[src/hw/rtl/ucuf_pkg.sv]
// Package for the UTF-8 Cyrillic upper-case folder.
// Holds the byte constants, the channel payload types and the queue sizing.
// It has no dependencies.
package ucuf_pkg;

  // Byte codes that the folding rules test for or produce.
  localparam logic [7:0] LEAD_D0   = 8'hD0;
  localparam logic [7:0] LEAD_D1   = 8'hD1;
  localparam logic [7:0] LOW_B0    = 8'hB0;
  localparam logic [7:0] HIGH_BF   = 8'hBF;
  localparam logic [7:0] LOW_80    = 8'h80;
  localparam logic [7:0] HIGH_8F   = 8'h8F;
  localparam logic [7:0] SMALL_YO  = 8'h91;
  localparam logic [7:0] CAP_YO    = 8'h81;
  localparam logic [7:0] CASE_GAP  = 8'h20;
  localparam logic [7:0] ASCII_SP  = 8'h20;
  localparam logic [7:0] ASCII_CR  = 8'h0D;
  localparam logic [7:0] ASCII_LF  = 8'h0A;
  localparam logic [7:0] ASCII_TAB = 8'h09;
  localparam logic [7:0] ASCII_LC_A = 8'h61;
  localparam logic [7:0] ASCII_LC_Z = 8'h7A;

  // Masks and patterns of the other multibyte lead bytes.
  localparam logic [7:0] MASK_2B = 8'hE0;
  localparam logic [7:0] PAT_2B  = 8'hC0;
  localparam logic [7:0] MASK_3B = 8'hF0;
  localparam logic [7:0] PAT_3B  = 8'hE0;
  localparam logic [7:0] MASK_4B = 8'hF8;
  localparam logic [7:0] PAT_4B  = 8'hF0;

  // Queue between the classifier and the output sequencer.
  localparam int QDEPTH = 2;
  localparam int QPTR_W = (QDEPTH > 1) ? $clog2(QDEPTH) : 1;
  localparam int QCNT_W = $clog2(QDEPTH + 1);

  typedef struct packed {
    logic [7:0] in_byte;
    logic       in_last;
  } in_t;

  typedef struct packed {
    logic [7:0] out_byte;
    logic       out_last;
  } out_t;

  // One classified item: one or two bytes to emit, and the end-of-string mark.
  typedef struct packed {
    logic       two;
    logic [7:0] byte0;
    logic [7:0] byte1;
    logic       last;
  } entry_t;

endpackage

[src/hw/rtl/utf8_cyrillic_upper_fold.sv]
// Top level of the UTF-8 Cyrillic upper-case folder.
// Instantiates ucuf_front, ucuf_queue and ucuf_back; types come from ucuf_pkg.
//
//   Channel  Handshake                  Payload  Moves
//   raw      raw_valid / raw_ready      in_t     one text byte and its end mark
//   folded   folded_valid / folded_ready out_t   one folded byte and its end mark
//
// One raw byte is taken per cycle while the two-entry queue has room; it is
// classified and the multibyte state updates at the accepting edge.
// The first output byte passes a queue slot, then the output register cur;
// with folded_ready high, ordinary text streams at one byte per cycle.
// A held D0/D1 lead yields no transaction; reset clears state, queue and output.
// A stall on the folded side fills the queue and then drops raw_ready.
module utf8_cyrillic_upper_fold (
  input  logic           clk,
  input  logic           rst,
  input  logic           raw_valid,
  output logic           raw_ready,
  input  ucuf_pkg::in_t  raw,
  output logic           folded_valid,
  input  logic           folded_ready,
  output ucuf_pkg::out_t folded
);

  // Classified entries travel from the front end into the queue here.
  logic             push;
  logic             push_ready;
  ucuf_pkg::entry_t push_entry;

  // And from the queue into the output sequencer here.
  logic             pop;
  logic             pop_valid;
  ucuf_pkg::entry_t pop_entry;

  // The front end holds the lead byte and the pass-through count. raw_ready
  // follows the queue alone, even for a byte that yields no output.
  ucuf_front u_front (
    .clk        (clk),
    .rst        (rst),
    .raw_valid  (raw_valid),
    .raw_ready  (raw_ready),
    .raw        (raw),
    .push       (push),
    .push_entry (push_entry),
    .q_ready    (push_ready)
  );

  ucuf_queue u_queue (
    .clk        (clk),
    .rst        (rst),
    .push       (push),
    .push_entry (push_entry),
    .push_ready (push_ready),
    .pop        (pop),
    .pop_valid  (pop_valid),
    .pop_entry  (pop_entry)
  );

  // The output sequencer loads the next entry in the same cycle its current
  // one finishes, so single-byte entries flow out without a bubble.
  ucuf_back u_back (
    .clk          (clk),
    .rst          (rst),
    .q_valid      (pop_valid),
    .q_entry      (pop_entry),
    .pop          (pop),
    .folded_valid (folded_valid),
    .folded_ready (folded_ready),
    .folded       (folded)
  );

endmodule

[src/hw/rtl/ucuf_front.sv]
// Front end of the folder: accepts raw bytes, tracks the multibyte state
// and turns each byte but a held D0/D1 lead into a queue entry of one or two output bytes.
// Depends on ucuf_pkg.
module ucuf_front (
  input  logic            clk,
  input  logic            rst,
  input  logic            raw_valid,
  output logic            raw_ready,
  input  ucuf_pkg::in_t   raw,
  output logic            push,
  output ucuf_pkg::entry_t push_entry,
  input  logic            q_ready
);

  logic       lead_held, lead_held_next;
  logic [7:0] held_lead_byte, held_lead_byte_next;
  logic [1:0] bytes_to_pass, bytes_to_pass_next;

  logic       accept;
  logic       emit;
  logic [7:0] b;
  logic [7:0] lead;
  logic [7:0] second;

  assign raw_ready = q_ready;
  assign accept    = raw_valid && raw_ready;

  always_comb begin
    if (raw.in_byte == ucuf_pkg::ASCII_CR || raw.in_byte == ucuf_pkg::ASCII_LF ||
        raw.in_byte == ucuf_pkg::ASCII_TAB) begin
      b = ucuf_pkg::ASCII_SP;
    end else begin
      b = raw.in_byte;
    end
  end

  always_comb begin
    lead   = held_lead_byte;
    second = b;
    if (held_lead_byte == ucuf_pkg::LEAD_D0 && b >= ucuf_pkg::LOW_B0 &&
        b <= ucuf_pkg::HIGH_BF) begin
      second = b - ucuf_pkg::CASE_GAP;
    end else if (held_lead_byte == ucuf_pkg::LEAD_D1 && b >= ucuf_pkg::LOW_80 &&
                 b <= ucuf_pkg::HIGH_8F) begin
      lead   = ucuf_pkg::LEAD_D0;
      second = b + ucuf_pkg::CASE_GAP;
    end else if (held_lead_byte == ucuf_pkg::LEAD_D1 && b == ucuf_pkg::SMALL_YO) begin
      lead   = ucuf_pkg::LEAD_D0;
      second = ucuf_pkg::CAP_YO;
    end
  end

  always_comb begin
    emit                = 1'b1;
    push_entry.two      = 1'b0;
    push_entry.byte0    = b;
    push_entry.byte1    = second;
    push_entry.last     = raw.in_last;
    lead_held_next      = lead_held;
    held_lead_byte_next = held_lead_byte;
    bytes_to_pass_next  = bytes_to_pass;
    if (bytes_to_pass != 2'd0) begin
      bytes_to_pass_next = bytes_to_pass - 2'd1;
    end else if (lead_held) begin
      push_entry.two      = 1'b1;
      push_entry.byte0    = lead;
      lead_held_next      = 1'b0;
      held_lead_byte_next = 8'h00;
    end else if (b >= ucuf_pkg::ASCII_LC_A && b <= ucuf_pkg::ASCII_LC_Z) begin
      push_entry.byte0 = b - ucuf_pkg::CASE_GAP;
    end else if (b == ucuf_pkg::LEAD_D0 || b == ucuf_pkg::LEAD_D1) begin
      if (!raw.in_last) begin
        emit                = 1'b0;
        lead_held_next      = 1'b1;
        held_lead_byte_next = b;
      end
    end else if ((b & ucuf_pkg::MASK_2B) == ucuf_pkg::PAT_2B) begin
      bytes_to_pass_next = 2'd1;
    end else if ((b & ucuf_pkg::MASK_3B) == ucuf_pkg::PAT_3B) begin
      bytes_to_pass_next = 2'd2;
    end else if ((b & ucuf_pkg::MASK_4B) == ucuf_pkg::PAT_4B) begin
      bytes_to_pass_next = 2'd3;
    end
    if (raw.in_last) begin
      lead_held_next      = 1'b0;
      held_lead_byte_next = 8'h00;
      bytes_to_pass_next  = 2'd0;
    end
  end

  assign push = accept && emit;

  always_ff @(posedge clk) begin
    if (rst) begin
      lead_held      <= 1'b0;
      held_lead_byte <= 8'h00;
      bytes_to_pass  <= 2'd0;
    end else if (accept) begin
      lead_held      <= lead_held_next;
      held_lead_byte <= held_lead_byte_next;
      bytes_to_pass  <= bytes_to_pass_next;
    end
  end

endmodule

[src/hw/rtl/ucuf_queue.sv]
// Short register queue of classified entries between front and back end.
// Depends on ucuf_pkg for the entry type and the depth.
module ucuf_queue (
  input  logic             clk,
  input  logic             rst,
  input  logic             push,
  input  ucuf_pkg::entry_t push_entry,
  output logic             push_ready,
  input  logic             pop,
  output logic             pop_valid,
  output ucuf_pkg::entry_t pop_entry
);

  ucuf_pkg::entry_t slots [ucuf_pkg::QDEPTH];

  logic [ucuf_pkg::QPTR_W-1:0] head, tail;
  logic [ucuf_pkg::QCNT_W-1:0] count;
  logic                        do_push, do_pop;

  assign push_ready = count != ucuf_pkg::QCNT_W'(ucuf_pkg::QDEPTH);
  assign pop_valid  = count != '0;
  assign pop_entry  = slots[head];
  assign do_push    = push && push_ready;
  assign do_pop     = pop && pop_valid;

  function automatic logic [ucuf_pkg::QPTR_W-1:0] wrap_inc(
    input logic [ucuf_pkg::QPTR_W-1:0] p
  );
    if (p == ucuf_pkg::QPTR_W'(ucuf_pkg::QDEPTH - 1)) begin
      return '0;
    end
    return p + ucuf_pkg::QPTR_W'(1);
  endfunction

  always_ff @(posedge clk) begin
    if (do_push) begin
      slots[tail] <= push_entry;
    end
  end

  always_ff @(posedge clk) begin
    if (rst) begin
      head  <= '0;
      tail  <= '0;
      count <= '0;
    end else begin
      if (do_push) begin
        tail <= wrap_inc(tail);
      end
      if (do_pop) begin
        head <= wrap_inc(head);
      end
      if (do_push && !do_pop) begin
        count <= count + ucuf_pkg::QCNT_W'(1);
      end else if (do_pop && !do_push) begin
        count <= count - ucuf_pkg::QCNT_W'(1);
      end
    end
  end

endmodule

[src/hw/rtl/ucuf_back.sv]
// Back end of the folder: takes queue entries and sends their one or two
// bytes out from a registered output stage. Depends on ucuf_pkg.
module ucuf_back (
  input  logic             clk,
  input  logic             rst,
  input  logic             q_valid,
  input  ucuf_pkg::entry_t q_entry,
  output logic             pop,
  output logic             folded_valid,
  input  logic             folded_ready,
  output ucuf_pkg::out_t   folded
);

  ucuf_pkg::entry_t cur;
  logic             cur_valid;
  logic             phase;
  logic             done;
  logic             load;

  // The entry is finished when its final byte is taken.
  assign done = cur_valid && folded_ready && (!cur.two || phase);
  assign load = (!cur_valid || done) && q_valid;
  assign pop  = load;

  assign folded_valid    = cur_valid;
  assign folded.out_byte = phase ? cur.byte1 : cur.byte0;
  assign folded.out_last = cur.last && (!cur.two || phase);

  always_ff @(posedge clk) begin
    if (load) begin
      cur <= q_entry;
    end
  end

  always_ff @(posedge clk) begin
    if (rst) begin
      cur_valid <= 1'b0;
      phase     <= 1'b0;
    end else if (load) begin
      cur_valid <= 1'b1;
      phase     <= 1'b0;
    end else if (done) begin
      cur_valid <= 1'b0;
      phase     <= 1'b0;
    end else if (cur_valid && folded_ready) begin
      phase <= 1'b1;
    end
  end

endmodule

[config.mk]
export PLATFORM = sky130hd
export DESIGN_NAME = utf8_cyrillic_upper_fold
export DESIGN_NICKNAME = d
export VERILOG_FILES = /design/src/hw/rtl/ucuf_pkg.sv /design/src/hw/rtl/utf8_cyrillic_upper_fold.sv /design/src/hw/rtl/ucuf_front.sv /design/src/hw/rtl/ucuf_queue.sv /design/src/hw/rtl/ucuf_back.sv
export SDC_FILE = /design/constraint.sdc
export NUM_CORES = 1
export LEC_CHECK = 0
export ABC_CLOCK_PERIOD_IN_PS = 4310
export BUFFER_PORTS_ARGS = -buffer_cell sky130_fd_sc_hd__buf_2
export CORE_ASPECT_RATIO = 1.25
export CORE_MARGIN = 5
export CORE_UTILIZATION = 55
export DETAILED_ROUTE_END_ITERATION = 10
export GPL_ROUTABILITY_DRIVEN = 0
export PLACE_DENSITY = 0.74
export RECOVER_POWER = 50
export SYNTH_ARGS = -nofsm -noshare
export SYNTH_HDL_FRONTEND = slang
export SYNTH_HIERARCHICAL = 1
export SYNTH_SLANG_ARGS = --single-unit
[constraint.sdc]
create_clock -name clk -period 4.31 [get_ports clk]
set_input_delay 0.862 -clock clk [delete_from_list [all_inputs] [get_ports clk]]
set_output_delay 0.862 -clock clk [all_outputs]
set_load 0.05 [all_outputs]
==> Word level (Yosys, flattened, before mapping) <==
Memories as Yosys holds them, arrays and structs flattened. A register that Yosys moved wholly into a read port is not among the register bits.
Cells that the tools add are included.
W data, S select, Z words.
{ "totals": {"register_bits": 17, "latchBits": 0, "mem_bits_rw": 36, "romBits": 0, "in_bits": 13, "output_inout_bits": 11, "elab_cells": 125, "mem_count": 1} }
{ "classes": {"add_sub_neg": 7, "n_mul": 0, "div_mod_pow": 0, "magnitude_cmp": 6, "eq_ne": 17, "shifts": 0, "mux": 51, "bitwise": 0, "n_reduce_logical": 35} }
{ "memory_table": {"columns": ["name", "words", "width", "read_ports", "rd_clocked_by_memory_dff", "wr", "line", "rtl"], "rows": [
  ["u_queue.slots", 2, 18, 1, 1, 1, "ucuf_queue.sv:14", "ucuf_pkg::entry_t slots [ucuf_pkg::QDEPTH];"]
]} }
{ "op_table": {"columns": ["op", "n"], "rows": [
  ["$mux W8", 15],
  ["$eq A8 B8 Y1 const B", 5],
  ["$mux W1", 25],
  ["$eq A8 B4 Y1 const B", 3],
  ["$mux W2", 10],
  ["$ge A8 B8 Y1 const B", 2],
  ["$le A8 B8 Y1 const B", 2],
  ["$logic_and A1 B1 Y1", 16],
  ["$mux W9", 1],
  ["$ne A3 B2 Y1 const B", 3],
  ["$add A8 B6 Y8 const B", 1],
  ["$ge A8 B7 Y1 const B", 1],
  ["$le A8 B7 Y1 const B", 1],
  ["$reduce_bool A2 Y1", 4],
  ["$sub A8 B6 Y8 const B", 1],
  ["$eq A5 B5 Y1 const B", 1],
  ["$logic_or A1 B1 Y1", 5],
  ["$reduce_and A5 Y1", 1],
  ["$reduce_bool A5 Y1", 1],
  ["$eq A4 B4 Y1 const B", 1],
  ["$logic_not A1 Y1", 4],
  ["$ne A2 B2 Y1 const B", 2],
  ["$reduce_and A4 Y1", 1],
  ["$sub A2 B1 Y2 const B", 2],
  ["7 further kinds", 8]
]} }

==> Longest topological paths before layout <==
{ "depth": {"ltp_word": 16, "ltp_mapped": 9, "mapped_depth_nobuf": 8} }

==> Modules after synthesis <==
Netlist, hierarchy kept.
{ "modules_own_cells": {"columns": ["mod", "instances", "cells_each", "area_per_inst_um2", "seq_area_each_um2"], "rows": [
  ["ucuf_queue", 1, 80, 1519.0, 1181.1],
  ["ucuf_front", 1, 118, 907.1, 220.2],
  ["ucuf_back", 1, 40, 760.7, 580.6]
]} }

==> Worst setup path after synthesis <==
No wires, ideal clock.
{ "synth_timing": {"path_type": "input to register", "startpoint": "input port folded_ready", "endpoint": "register u_queue/count[1] (netlist bit)", "setup_ns": 0.070, "t_arrival_ns": 3.067, "t_required_ns": 4.240, "slack_ns": 1.173, "path_stages": 6, "n_path_buf": 0, "path_cell_list": "nand2_1 -> a21oi_1 -> o21ai_0 -> ha_1 -> or3_1 -> a21oi_1"} }
{ "synth_via": {"elab_chain_cells": 8, "word_cells_on_any_way": 10, "cone_classes": "mux: 1; reduce/logical: 9"} }
{ "synth_lines": {"columns": ["item", "line", "rtl"], "rows": [
  ["start, declared", "utf8_cyrillic_upper_fold.sv:21", "input logic folded_ready,"],
  ["$logic_and A1 B1 Y1 (*) (2 in a row)", "ucuf_back.sv:21", "assign done = cur_valid && folded_ready && (!cur.two || phase);"],
  ["$logic_or A1 B1 Y1 (*)", "ucuf_back.sv:22", "assign load = (!cur_valid || done) && q_valid;"],
  ["$logic_and A1 B1 Y1 (*)", "ucuf_back.sv:22", null],
  ["net pop", "utf8_cyrillic_upper_fold.sv:31", "logic pop;"],
  ["$logic_and A1 B1 Y1 (*)", "ucuf_queue.sv:24", "assign do_pop = pop && pop_valid;"],
  ["$logic_not A1 Y1", "ucuf_queue.sv:53", "if (do_push && !do_pop) begin"],
  ["$logic_and A1 B1 Y1", "ucuf_queue.sv:53", null],
  ["$mux W2 / $reduce_bool A2 Y1 (equally long branches)", null, null],
  ["end signal, assigned", "ucuf_queue.sv:54", "count <= count + ucuf_pkg::QCNT_W'(1);"],
  ["end signal, assigned", "ucuf_queue.sv:56", "count <= count - ucuf_pkg::QCNT_W'(1);"],
  ["end, declared", "ucuf_queue.sv:17", "logic [ucuf_pkg::QCNT_W-1:0] count;"]
]} }
The timed path passes the listed nets; every way through them passes the cells marked *.
A chain may end at the register's enable or synchronous reset.

==> Final worst setup path <==
{ "layout_timing": {"startpoint": "register u_back.phase", "endpoint": "register u_queue/count[1] (netlist bit)"} }
{ "layout_via": {"elab_chain_cells": 8, "word_cells_on_any_way": 10, "cone_classes": "mux: 1; reduce/logical: 9"} }
{ "layout_lines": {"columns": ["item", "line", "rtl"], "rows": [
  ["start, declared", "ucuf_back.sv:16", "logic phase;"],
  ["start signal, assigned", "ucuf_back.sv:38", "phase <= 1'b0;"],
  ["start signal, assigned", "ucuf_back.sv:41", "phase <= 1'b0;"],
  ["start signal, assigned", "ucuf_back.sv:44", "phase <= 1'b0;"],
  ["$logic_or A1 B1 Y1 (*)", "ucuf_back.sv:21", null],
  ["$logic_and A1 B1 Y1 (*)", "ucuf_back.sv:21", null],
  ["$logic_or A1 B1 Y1 (*)", "ucuf_back.sv:22", null],
  ["$logic_and A1 B1 Y1 (*)", "ucuf_back.sv:22", null],
  ["net pop", "utf8_cyrillic_upper_fold.sv:31", null],
  ["$logic_and A1 B1 Y1 (*)", "ucuf_queue.sv:24", null],
  ["$logic_not A1 Y1", "ucuf_queue.sv:53", null],
  ["$logic_and A1 B1 Y1", "ucuf_queue.sv:53", null],
  ["$mux W2 / $reduce_bool A2 Y1 (equally long branches)", null, null]
]} }
Marks and branches as above.

==> impl_results.md <==
* Core area at 0.005702 mm^2
* Final #Nets at 280
* Worst skew pair latency at 0.34 ns
* Clock slew at reported path FFs at 0.08 ns
* Initial Utilization at 0.5589
* Antenna violations before repair at 0
* Drt first pass iters at 4
* Post-CTS setup buffers at 0
* Psw at 0.7155 mW
* Clock Tree Root: clkbuf_8
* CP top delay family: buffers and inverters
* Sum of negative setup slack at 0 ns
* Post-CTS Resized at 0
* CP arrival at 3.45 ns
* Syn nets at 255
* Die H at 95.11 um
* Layout cells sized above 1 at 0.2612
* CP startpoint: u_back/phase$_SDFFE_PP0P_
* Highest-delay cell along the critical path: clkbuf_1
* First-pass GRT wire length at 9.128 mm
* Worst Setup Path Type: flop to flop
* Crit start category: flop
* Hold path start: u_front/held_lead_byte[4]$_SDFFE_PP0P_
* CP Capture Type: flop
* Max clock buf depth at 2
* Internal power at 1.451 mW
* PortBufs at 23
* Worst stage delay on the critical path at 0.78 ns
* Cell area after synthesis at 0.003187 mm^2
* # fillers at 439
* Status: finished clean
* Syn Inst Count at 238
* Leak at 1.283 nW
* Most common cell after layout, fill and taps aside: edfxtp_1
* CTS tree: built
* Post-synthesis sequential area ratio at 0.6219
* Vias per cell at 5.853
* Post-route ant nets at 0
* Clock Sinks at 72
* Worst r2r path cells at 8
* Most frequent cells in the layout: 54 x edfxtp_1, 29 x mux2_2, 19 x buf_2, 18 x dfxtp_1, 13 x nand2_1
* Switching fraction of total power at 0.3303
* WHS Path Cells at 1
* Hold buffers post-CTS at 0
* GR Overflow Total at 0
* Reg2Reg Launch Point: u_back/phase$_SDFFE_PP0P_
* H-tree depth at 3
* Clk_skew at 0.01434 ns
* Cell Rows at 31
* Post-layout util at 0.6138
* Comb power frac at 0.282
* Initial drt markers at 77
* Crit path time final at 3.176 ns
* Largest net degree at the start of global routing at 20
* Final Hold Viols at 0
* Crit-path max FO at 19
* Worst path bufs/invs at 1
* Avg Inst Size Synth at 13.39 um^2
* Ant diodes at 0
* RSZ-0062 raised after global routing: no
* Die Width at 78.09 um
* Cell variety after synth at 49
* Area leader, netlist: edfxtp_1
* Residual DRC count at 0
* Worst slew margin at 0.3184
* Required @ worst endpoint at 4.59 ns
* Post-DR wirelength/cell at 16.46 um
* Clock Power Share at 0.231
* CP most frequent cell: a21oi_1
* Peak VDD IR at 363.6 uV
* Hold Path Class: flop to flop
* Power Density at 618.9 mW/mm^2
* Global Route Usage Sum at 0.1590
* Final setup viols at 0
* Crit-path cells: nand2b_1 > nand2_1 > a21oi_1 > clkbuf_1 > o21ai_0 > ha_1 > or3_1 > a21oi_1
* Layout area overhead at 9.816%
* Final Max Slew Viols at 0
* Synth top area cells: edfxtp_1 51%, dfxtp_1 11%, mux2_2 11%
* Worst path depth at 8
* Top-area cell type share of the netlist area at 0.5088
* Total power at 2.166 mW
* Total of max-cap violations at 0
* Final wirelength at 5.499 mm
* Yosys warnings at 6
* Fin crit share at 0.7370
* Yosys reg bits at 72
* Reg power frac at 0.487
* Total number of vias at 1,955
* Worst Max-Slew Pin Slew at 1.022 ns
* # IOs at 24
* Die Area at 0.007426 mm^2
* FMAX at 314.8 MHz
* CTS Buf Count at 9
* Vias in the first global route at 1,907
* Hpwl dp at 3.747 mm
[flip-flops by register name (all words and copies together), names as in the netlist, named ones only]
signal	flops
u_queue/slots	36
u_back/cur	18
u_front/held_lead_byte	8
u_front/bytes_to_pass	2
u_queue/count	2
u_back/folded_valid	1
u_back/phase	1
u_front/lead_held	1
u_queue/head	1
u_queue/tail	1
[through the flow]
stage | worst slack, ns | area [um^2] | hold WS, ns | std cells
global placement | 1.156 | 3324 | 0.4720 | 318
CTS | 1.357 | 3516 | 0.5053 | 334
global route | 0.7729 | 3500 | 0.5276 | 334
finish | 1.134 | 3500 | 0.5053 | 334
detailed placement | 0.9858 | 3324 | 0.4822 | 318
floorplan | 1.173 | 3187 | 0.4411 | 238
[worst paths after layout]
| kind | end | slack, ns |
|---|---|---|
| min | u_front/held_lead_byte[4]$_SDFFE_PP0P_ | 0.51 |
| max | u_queue/count[1]$_SDFFE_PP0P_ | 1.13 |
| max reg2reg | u_queue/count[1]$_SDFFE_PP0P_ | 1.13 |
| min reg2reg | u_front/held_lead_byte[4]$_SDFFE_PP0P_ | 0.51 |
[power by group through the flow]
stage | Clock, mW | Sequential (mW) | Combinational, mW
final | 0.500 | 1.05 | 0.611
after floorplan | 0 | 1.04 | 0.524
after detailed placement | 0 | 1.07 | 0.627
after global routing | 0.543 | 1.08 | 0.663
after CTS | 0.511 | 1.06 | 0.630
after global placement | 0 | 1.06 | 0.617
[cell families (layout without fill, tap and decap cells)]
group	Yosys count	in the layout	synth area share
adders and majority gates	4	4	0.01571
AOI/OAI and AO/OA	40	40	0.08952
DFF	72	72	0.6219
xor gates and xnor gates	3	3	0.008247
and+or+nand+nor	66	66	0.1182
buffers and inverters	21	51	0.03416
muxes	32	32	0.1123
[per-layer routing]
metal | vias up | routed length, um | track usage
li1 | 945 | - | -
met1 | 948 | 2410 | 0.1930
met2 | 50 | 2728 | 0.2548
met3 | 12 | 231 | 0.04253
met4 | 0 | 128 | 0.09155
met5 | - | 0 | 0
[Yosys cell counts (all sizes together)]
cell type	n
edfxtp	54
mux2	30
dfxtp	18
nand2	13
a21oi	11
inv	11
and2	10
nor2	10
buf	6
a31oi	5
nand3	5
a21o	4
ha	4
nand2b	4
nor3	4
o21ai	4
clkbuf	3
nand4b	3
nor4	3
xor2	3
a22o	2
a311oi	2
and3	2
mux2i	2
nand3b	2
nor3b	2
o211ai	2
o32ai	2
or3	2
or4	2
a21bo	1
a221oi	1
a2bb2oi	1
a311o	1
a31o	1
dlygate4sd3	1
nand4	1
nand4bb	1
nor2b	1
o21ba	1
o31a	1
o41ai	1
or2	1
[final cells by class]
class	count	area, um^2	share of cell area
tap	66	82.58	0.02360
timing repair buffer	24	113.9	0.03253
inverter	11	41.29	0.01180
multi-input combinational	145	1089	0.3110
clock inverter	3	21.27	0.006078
sequential	72	1982	0.5663
clock buffer	13	170.2	0.04862
(Power assumes the default switching activity.)
